File: config.mk
export PLATFORM = sky130hd
export DESIGN_NAME = ascii_rtcm_frame_parser_top
export DESIGN_NICKNAME = d
export VERILOG_FILES = /design/src/rtl/core/afp_pkg.sv /design/src/rtl/core/afp_step.sv /design/src/rtl/core/ascii_rtcm_frame_parser_top.sv
export VERILOG_INCLUDE_DIRS = /design/src /design/src/rtl/core
export SDC_FILE = /design/constraint.sdc
export NUM_CORES = 1
export LEC_CHECK = 0
export CORE_ASPECT_RATIO = 1.5
export CORE_MARGIN = 3
export CORE_UTILIZATION = 40
export CTS_CLUSTER_DIAMETER = 50
export DETAILED_ROUTE_END_ITERATION = 10
export DONT_BUFFER_PORTS = 1
export GPL_ROUTABILITY_DRIVEN = 0
export SYNTH_ARGS = -nofsm -noshare
export SYNTH_HDL_FRONTEND = slang
export SYNTH_HIERARCHICAL = 1
export SYNTH_SLANG_ARGS = --single-unit
File: constraint.sdc
create_clock -name aclk -period 6 [get_ports aclk]
set_clock_uncertainty 0.2 [all_clocks]
set_input_delay 0.6 -clock aclk [delete_from_list [all_inputs] [get_ports aclk]]
set_output_delay 0.6 -clock aclk [all_outputs]
set_load 0.005 [all_outputs]
File: src/rtl/core/ascii_rtcm_frame_parser_top_defines.svh
// Assertion macros shared by the frame parser RTL.
// They need nothing else; files that check their logic include this header.
`ifndef ASCII_RTCM_FRAME_PARSER_TOP_DEFINES_SVH
`define ASCII_RTCM_FRAME_PARSER_TOP_DEFINES_SVH

`ifndef SYNTHESIS
// Checked on every clock edge outside reset.
`define AFP_ASSERT(lbl, prop) \
    lbl: assert property (@(posedge aclk) disable iff (!aresetn) (prop)) \
        else $error("frame parser check failed");
// Checked on every clock edge, reset included.
`define AFP_ASSERT_RST(lbl, prop) \
    lbl: assert property (@(posedge aclk) (prop)) \
        else $error("frame parser reset check failed");
`else
`define AFP_ASSERT(lbl, prop)
`define AFP_ASSERT_RST(lbl, prop)
`endif

`endif

File: src/rtl/core/afp_pkg.sv
// Constants, result type and CRC-24Q byte update for the frame parser.
// It depends on nothing; the parser step and the top level import it.
`default_nettype none
package afp_pkg;

    localparam int BUFFER_BYTES = 2048;
    localparam int MAX_FIELDS   = 64;

    localparam int CNT_W = $clog2(BUFFER_BYTES);
    localparam int BC_W  = $clog2(MAX_FIELDS + 1);
    localparam int CMP_W = ((CNT_W > 11) ? CNT_W : 11) + 1;

    localparam int POS_W   = 11;
    localparam int COUNT_W = 7;
    localparam int DATA_W  = 48;

    localparam logic [7:0]  RTCM_PREAMBLE = 8'hD3;
    localparam logic [11:0] SUBTYPE_TYPE  = 12'd4058;
    localparam logic [24:0] CRC24Q_POLY   = 25'h1864CFB;

    localparam logic [7:0] CH_HASH  = 8'h23;
    localparam logic [7:0] CH_A     = 8'h41;
    localparam logic [7:0] CH_P     = 8'h50;
    localparam logic [7:0] CH_STAR  = 8'h2A;
    localparam logic [7:0] CH_COMMA = 8'h2C;
    localparam logic [7:0] CH_CR    = 8'h0D;
    localparam logic [7:0] CH_LF    = 8'h0A;

    localparam logic [1:0] ST_NONE = 2'd0;
    localparam logic [1:0] ST_TEXT = 2'd1;
    localparam logic [1:0] ST_RTCM = 2'd2;

    typedef struct packed {
        logic [1:0]         status;
        logic               taken;
        logic [POS_W-1:0]   position;
        logic               mark;
        logic [COUNT_W-1:0] count;
        logic [POS_W-1:0]   length;
        logic [11:0]        mtype;
        logic [3:0]         msub;
        logic               crc_err;
    } afp_result_t;

    function automatic logic [23:0] crc24q_byte(input logic [23:0] crc, input logic [7:0] b);
        logic [24:0] c;
        c = {1'b0, crc ^ {b, 16'h0000}};
        for (int k = 0; k < 8; k++) begin
            c = {c[23:0], 1'b0};
            if (c[24]) begin
                c = c ^ CRC24Q_POLY;
            end
        end
        return c[23:0];
    endfunction

endpackage
`default_nettype wire

File: src/rtl/core/afp_step.sv
// Parser state and the per-byte update that produces one result.
// It depends on afp_pkg for constants, the result type and the CRC update.
`default_nettype none
module afp_step (
    input  wire logic         aclk,
    input  wire logic         aresetn,
    input  wire logic         step_en,
    input  wire logic [7:0]   data_byte,
    output afp_pkg::afp_result_t result
);
    import afp_pkg::*;

    logic [CNT_W-1:0] cnt_reg, cnt_next;
    logic             rtcm_reg, rtcm_next;
    logic [31:0]      recent_reg, recent_next;
    logic [9:0]       plen_reg, plen_next;
    logic [11:0]      type_reg, type_next;
    logic [3:0]       sub_reg, sub_next;
    logic [23:0]      crc_reg, crc_next;
    logic [BC_W-1:0]  bc_reg, bc_next;

    logic [CNT_W-1:0] cnt_chk;
    logic [CNT_W-1:0] cnt_inc;
    logic             start;
    logic             opens;
    logic [31:0]      recent_e;
    logic [9:0]       plen_e;
    logic [11:0]      type_e;
    logic [3:0]       sub_e;
    logic [23:0]      crc_e;
    logic [23:0]      crc_upd;
    logic [BC_W-1:0]  bc_e;

    assign crc_upd = crc24q_byte(crc_e, data_byte);

    always_comb begin
        cnt_chk = (cnt_reg >= CNT_W'(BUFFER_BYTES - 1)) ? '0 : cnt_reg;
        if (cnt_chk == CNT_W'(1) && !rtcm_reg && data_byte != CH_A) begin
            cnt_chk = '0;
        end
        if (cnt_chk == CNT_W'(2) && !rtcm_reg && data_byte != CH_P) begin
            cnt_chk = '0;
        end
        start = (cnt_chk == '0);
        opens = (data_byte == CH_HASH) || (data_byte == RTCM_PREAMBLE);

        rtcm_next   = start ? (data_byte == RTCM_PREAMBLE) : rtcm_reg;
        recent_e    = start ? '0 : recent_reg;
        plen_e      = start ? '0 : plen_reg;
        type_e      = start ? '0 : type_reg;
        sub_e       = start ? '0 : sub_reg;
        crc_e       = start ? '0 : crc_reg;
        bc_e        = start ? '0 : bc_reg;
        cnt_inc     = cnt_chk + CNT_W'(1);

        cnt_next    = cnt_chk;
        recent_next = recent_reg;
        plen_next   = plen_reg;
        type_next   = type_reg;
        sub_next    = sub_reg;
        crc_next    = crc_reg;
        bc_next     = bc_reg;
        result      = '0;

        if (!start || opens) begin
            recent_next = {recent_e[23:0], data_byte};
            cnt_next    = cnt_inc;
            plen_next   = plen_e;
            type_next   = type_e;
            sub_next    = sub_e;
            crc_next    = crc_e;
            bc_next     = bc_e;

            result.taken    = 1'b1;
            result.position = POS_W'(cnt_chk);

            if (cnt_chk < CNT_W'(3)) begin
                if (rtcm_next) begin
                    crc_next = crc_upd;
                    if (cnt_chk == CNT_W'(1)) begin
                        plen_next = {data_byte[1:0], 8'h00};
                    end else if (cnt_chk == CNT_W'(2)) begin
                        plen_next = {plen_e[9:8], data_byte};
                    end
                end
            end else if (!rtcm_next) begin
                if (data_byte == CH_COMMA && bc_e < BC_W'(MAX_FIELDS)) begin
                    bc_next     = bc_e + BC_W'(1);
                    result.mark = 1'b1;
                end
                if ((data_byte inside {CH_CR, CH_LF}) && recent_next[31:24] == CH_STAR) begin
                    if (bc_next < BC_W'(MAX_FIELDS)) begin
                        bc_next = bc_next + BC_W'(1);
                    end
                    result.status = ST_TEXT;
                    result.length = POS_W'(cnt_inc);
                    cnt_next      = '0;
                end
            end else begin
                if (CMP_W'(cnt_chk) < CMP_W'(plen_e) + CMP_W'(3)) begin
                    crc_next = crc_upd;
                end
                if (cnt_chk == CNT_W'(3)) begin
                    type_next = {data_byte, 4'h0};
                end else if (cnt_chk == CNT_W'(4)) begin
                    type_next = {type_e[11:4], data_byte[7:4]};
                    sub_next  = data_byte[3:0];
                end
                if (CMP_W'(cnt_inc) >= CMP_W'(plen_e) + CMP_W'(6)) begin
                    result.status = ST_RTCM;
                    result.length = POS_W'(cnt_inc);
                    result.mtype  = type_next;
                    if (crc_next != recent_next[23:0]) begin
                        result.crc_err = 1'b1;
                    end else if (type_next == SUBTYPE_TYPE) begin
                        result.msub = sub_next;
                    end
                    cnt_next = '0;
                end
            end
            result.count = COUNT_W'(bc_next);
        end
    end

    always_ff @(posedge aclk) begin
        if (!aresetn) begin
            cnt_reg    <= '0;
            rtcm_reg   <= 1'b0;
            recent_reg <= '0;
            plen_reg   <= '0;
            type_reg   <= '0;
            sub_reg    <= '0;
            crc_reg    <= '0;
            bc_reg     <= '0;
        end else if (step_en) begin
            cnt_reg    <= cnt_next;
            rtcm_reg   <= rtcm_next;
            recent_reg <= recent_next;
            plen_reg   <= plen_next;
            type_reg   <= type_next;
            sub_reg    <= sub_next;
            crc_reg    <= crc_next;
            bc_reg     <= bc_next;
        end
    end

endmodule
`default_nettype wire

File: src/rtl/core/ascii_rtcm_frame_parser_top.sv
// Frame parser top level: input register, parser step, result register.
// An input byte is held in the input register, and its result is registered in the result register for the m_ side.
// Throughput is one byte per cycle unless m_tready low stalls the output.
// Every input byte gives exactly one result transfer; m_tready low stalls both sides.
// aresetn is synchronous and active low; it empties both registers and clears the parser.
`default_nettype none
`include "ascii_rtcm_frame_parser_top_defines.svh"
module ascii_rtcm_frame_parser_top (
    input  wire logic                       aclk,
    input  wire logic                       aresetn,
    input  wire logic                       s_tvalid,
    output logic                            s_tready,
    input  wire logic [7:0]                 s_tdata,  // [7:0] data_byte
    output logic                            m_tvalid,
    input  wire logic                       m_tready,
    // [0] byte_taken, [11:1] byte_position, [12] field_mark, [19:13] field_count,
    // [30:20] frame_length, [42:31] message_type, [46:43] message_subtype, [47] crc_error
    output logic [afp_pkg::DATA_W-1:0]      m_tdata,
    output logic [1:0]                      m_tuser   // [1:0] frame_status
);
    import afp_pkg::*;

    logic              in_valid_reg;
    logic [7:0]        in_byte_reg;
    logic              out_valid_reg;
    logic [1:0]        out_status_reg;
    logic [DATA_W-1:0] out_data_reg;
    logic              advance;
    logic              step_en;
    afp_result_t       step_result;

    assign advance  = !out_valid_reg || m_tready;
    assign s_tready = !in_valid_reg || advance;
    assign step_en  = in_valid_reg && advance;

    afp_step u_step (
        .aclk      (aclk),
        .aresetn   (aresetn),
        .step_en   (step_en),
        .data_byte (in_byte_reg),
        .result    (step_result)
    );

    always_ff @(posedge aclk) begin
        if (!aresetn) begin
            in_valid_reg  <= 1'b0;
            out_valid_reg <= 1'b0;
        end else begin
            if (s_tready) begin
                in_valid_reg <= s_tvalid;
            end
            if (advance) begin
                out_valid_reg <= in_valid_reg;
            end
        end
    end

    always_ff @(posedge aclk) begin
        if (s_tvalid && s_tready) begin
            in_byte_reg <= s_tdata;
        end
        if (step_en) begin
            out_status_reg <= step_result.status;
            out_data_reg   <= {step_result.crc_err, step_result.msub, step_result.mtype,
                               step_result.length, step_result.count, step_result.mark,
                               step_result.position, step_result.taken};
        end
    end

    assign m_tvalid = out_valid_reg;
    assign m_tdata  = out_data_reg;
    assign m_tuser  = out_status_reg;

    `AFP_ASSERT_RST(a_reset_empties, !aresetn |=> !m_tvalid && s_tready)
    `AFP_ASSERT(a_step_fills_output, step_en |=> m_tvalid)
    `AFP_ASSERT(a_untaken_is_zero, m_tvalid && !m_tdata[0] |-> m_tdata == '0 && m_tuser == ST_NONE)
    `AFP_ASSERT(a_crc_err_only_rtcm, m_tvalid && m_tdata[47] |-> m_tuser == ST_RTCM)
    `AFP_ASSERT(a_done_has_length, m_tvalid && m_tuser != ST_NONE |-> m_tdata[30:20] != '0)

endmodule
`default_nettype wire
==> key figures <==
Run status
  – Run status: completed

Global routing
  – Antenna violations before repair: 0
  – Vias in the first global route: 7,993
  – Gr usage total: 21.4%
  – Largest net degree at the start of global routing: 96
  – First-pass GRT wire length: 45,700 µm
  – GRT overflow: 0

Timing
  – Minimum clock period: 5.54 ns
  – Final Worst Setup Slack: 0.463 ns
  – Slew Limit Fails: 0
  – Achievable Freq: 181 MHz
  – Total Neg Setup Slack: 0 ns
  – Hold Worst Slack: 0.0563 ns
  – Final Hold Fails: 0
  – Slew @ Worst Pin: 1.23 ns
  – Slew margin rel.: 17.4%
  – Final setup fails: 0
  – Period utilization: 92.3%

Clock tree
  – Clock buffer count from CTS: 17
  – Max H-tree Level: 4
  – # hold bufs at CTS: 0
  – CTS Buffer Depth: 2
  – CTS tree: yes
  – Clock sink total: 153
  – Skew-Pair Late Insertion Delay: 0.44 ns
  – Root Driver: clkbuf_16
  – Worst-path clk slew: 0.07 ns

Routing
  – Drt wl/cell: 20.0 µm
  – DRT Pass-1 Iters: 7
  – Final WL: 29,200 µm
  – Final ANT Viol Nets: 0
  – Vias: 8,384
  – Vias per cell: 5.75
  – DRC: 0
  – Initial DRC count: 687

Placed design
  – HPWL Detailed: 20,500 µm
  – I/O Buffers: 0
  – Post-place setup slack: -0.0226 ns

Synth
  – Synth Area per Inst: 8.83 µm²
  – Main flop type after synthesis: dfxtp_1
  – Mapped Area: 0.0102 mm²
  – Ys async rst share: 0%
  – Number of synthesized flops with an enable pin: 58
  – Synth cell types: 78
  – Synthesis Warnings: 6
  – Sequential share of the synthesized area: 35.8%
  – Post-Synthesis Cells: 1,154
  – Mapped Nets: 1,195
  – FF+latch count, synth: 153

Layout
  – N_diodes: 0
  – Max reg flops: 48
  – Area growth from synthesis to layout: 9.39%
  – Finished Core Util: 45.1%
  – Layout net count: 1,161
  – Layout cells sized above 1: 8.30%

Worst setup path
  – Slowest CP cell: a2111o_1
  – Crit path top cell by count: nand2_1
  – Path type of the worst setup path: flip-flop to flip-flop
  – Critical Path Max Stage Delay: 0.46 ns
  – Flop2flop setup slack: 0.46 ns
  – Critical Path Start Type: flip-flop
  – WP data arrival: 5.62 ns
  – Top delay family on crit path: simple AND/OR/NAND/NOR gates
  – Worst setup EP type: flip-flop
  – Worst Path Required: 6.09 ns
  – Worst Path Max Fanout: 21
  – Buf/Inv on CP: 3

Floorplanning
  – CORE AREA: 0.0247 mm²
  – I/O pin cnt: 64
  – Die Wd: 136 µm
  – Die height: 201 µm
  – DIE AREA: 0.0275 mm²
  – Cell Rows: 70
  – Initial Util: 41.3%

Power
  – Leakage power: 3.88 nW
  – P per Cell Area: 224 mW/mm²
  – Max IR drop VDD: 0.192 mV
  – Pwr Total: 0.00250 W

Min path
  – Min-Delay Path Class: primary input to flip-flop

Job
  – Max-cap violations: 0
routing by layer:
layer,vias to the layer above,GRT usage (%),part of all wire (%)
li1,4028,-,-
met1,4029,25.7,40
met2,268,37.6,52
met3,59,3.60,4.5
met4,0,8.07,3.1
met5,-,0,0
cells in the mapped netlist, drive strengths merged (8+ instances only):
master	number	area, µm²
nor2b	81	514
nand4	13	81.3
a22oi	72	541
nor2	92	345
xnor2	105	976
xnor3	8	180
nand3	25	125
a21oi	41	209
and3	10	62.6
o211ai	11	82.6
mux2i	8	80.1
clkbuf	60	226
a31oi	13	81.3
inv	29	109
nor4	8	56.3
a21boi	21	158
buf	25	131
xor2	52	455
ha	29	363
nor3	30	166
and2	22	138
edfxtp	58	1740
o21ai	34	170
nand2	102	383
dfxtp	95	1900
o21a	9	67.6
final timing paths:
| kind | cells after the start | from | end |
|---|---|---|---|
| max | 28 | in_byte_reg[2]$_DFFE_PP_ | m_tdata[46]$_DFFE_PP_ |
| min | 0 | s_tdata[3] | in_byte_reg[3]$_DFFE_PP_ |
| max reg2reg | 28 | in_byte_reg[2]$_DFFE_PP_ | m_tdata[46]$_DFFE_PP_ |
| min reg2reg | 2 | u_step/type_reg[1]$_SDFFE_PN0P_ | u_step/type_reg[1]$_SDFFE_PN0P_ |
power by group:
part           internal, W  leakage [nW]  switching [W]
sequential         0.00110          1.30      0.0000142
combinational     0.000123          2.29       0.000173
clock             0.000607         0.289       0.000489
total              0.00183          3.88       0.000676
stage by stage:
step	cell area, µm²	std cells
after CTS	11100	1455
after global routing	11100	1457
after detailed placement	10500	1423
after global placement	10500	1423
final	11100	1457
after floorplan	10200	1154
placed cells by master (no fill, tap or decap), drive strengths merged, types with 30 or more instances in the layout:
master / netlist / layout
nor3: 30 / 30
xor2: 52 / 52
dfxtp: 95 / 95
nor2: 92 / 92
nand2: 102 / 102
a22oi: 72 / 72
o21ai: 34 / 34
nor2b: 81 / 81
xnor2: 105 / 105
a21oi: 41 / 41
buf: 25 / 32
edfxtp: 58 / 58
inv: 29 / 36
logic make-up after synthesis:
group | Yosys count | share of synthesized area [%]
fa+ha+maj | 29 | 3.56
buf+inv | 115 | 4.62
compound gates | 262 | 18.0
simple gates | 421 | 21.4
flops | 153 | 35.8
mux | 9 | 0.896
xor+xnor | 165 | 15.8
final cells by class:
class,instances,area (µm²)
clock inverters,13,135
inverters,30,113
fillers,2426,13600
well taps,324,405
multi-input cells,886,6160
clock buffers,19,453
flip-flops and latches,153,3640
repair buffers,32,240
timing repair:
item	CTS	global route
setup buffers	0	2
setup endpoints to repair	4	5
gates resized for setup	1	13
pin swaps	0	7
Note: power is estimated with default switching activity, not from simulation.
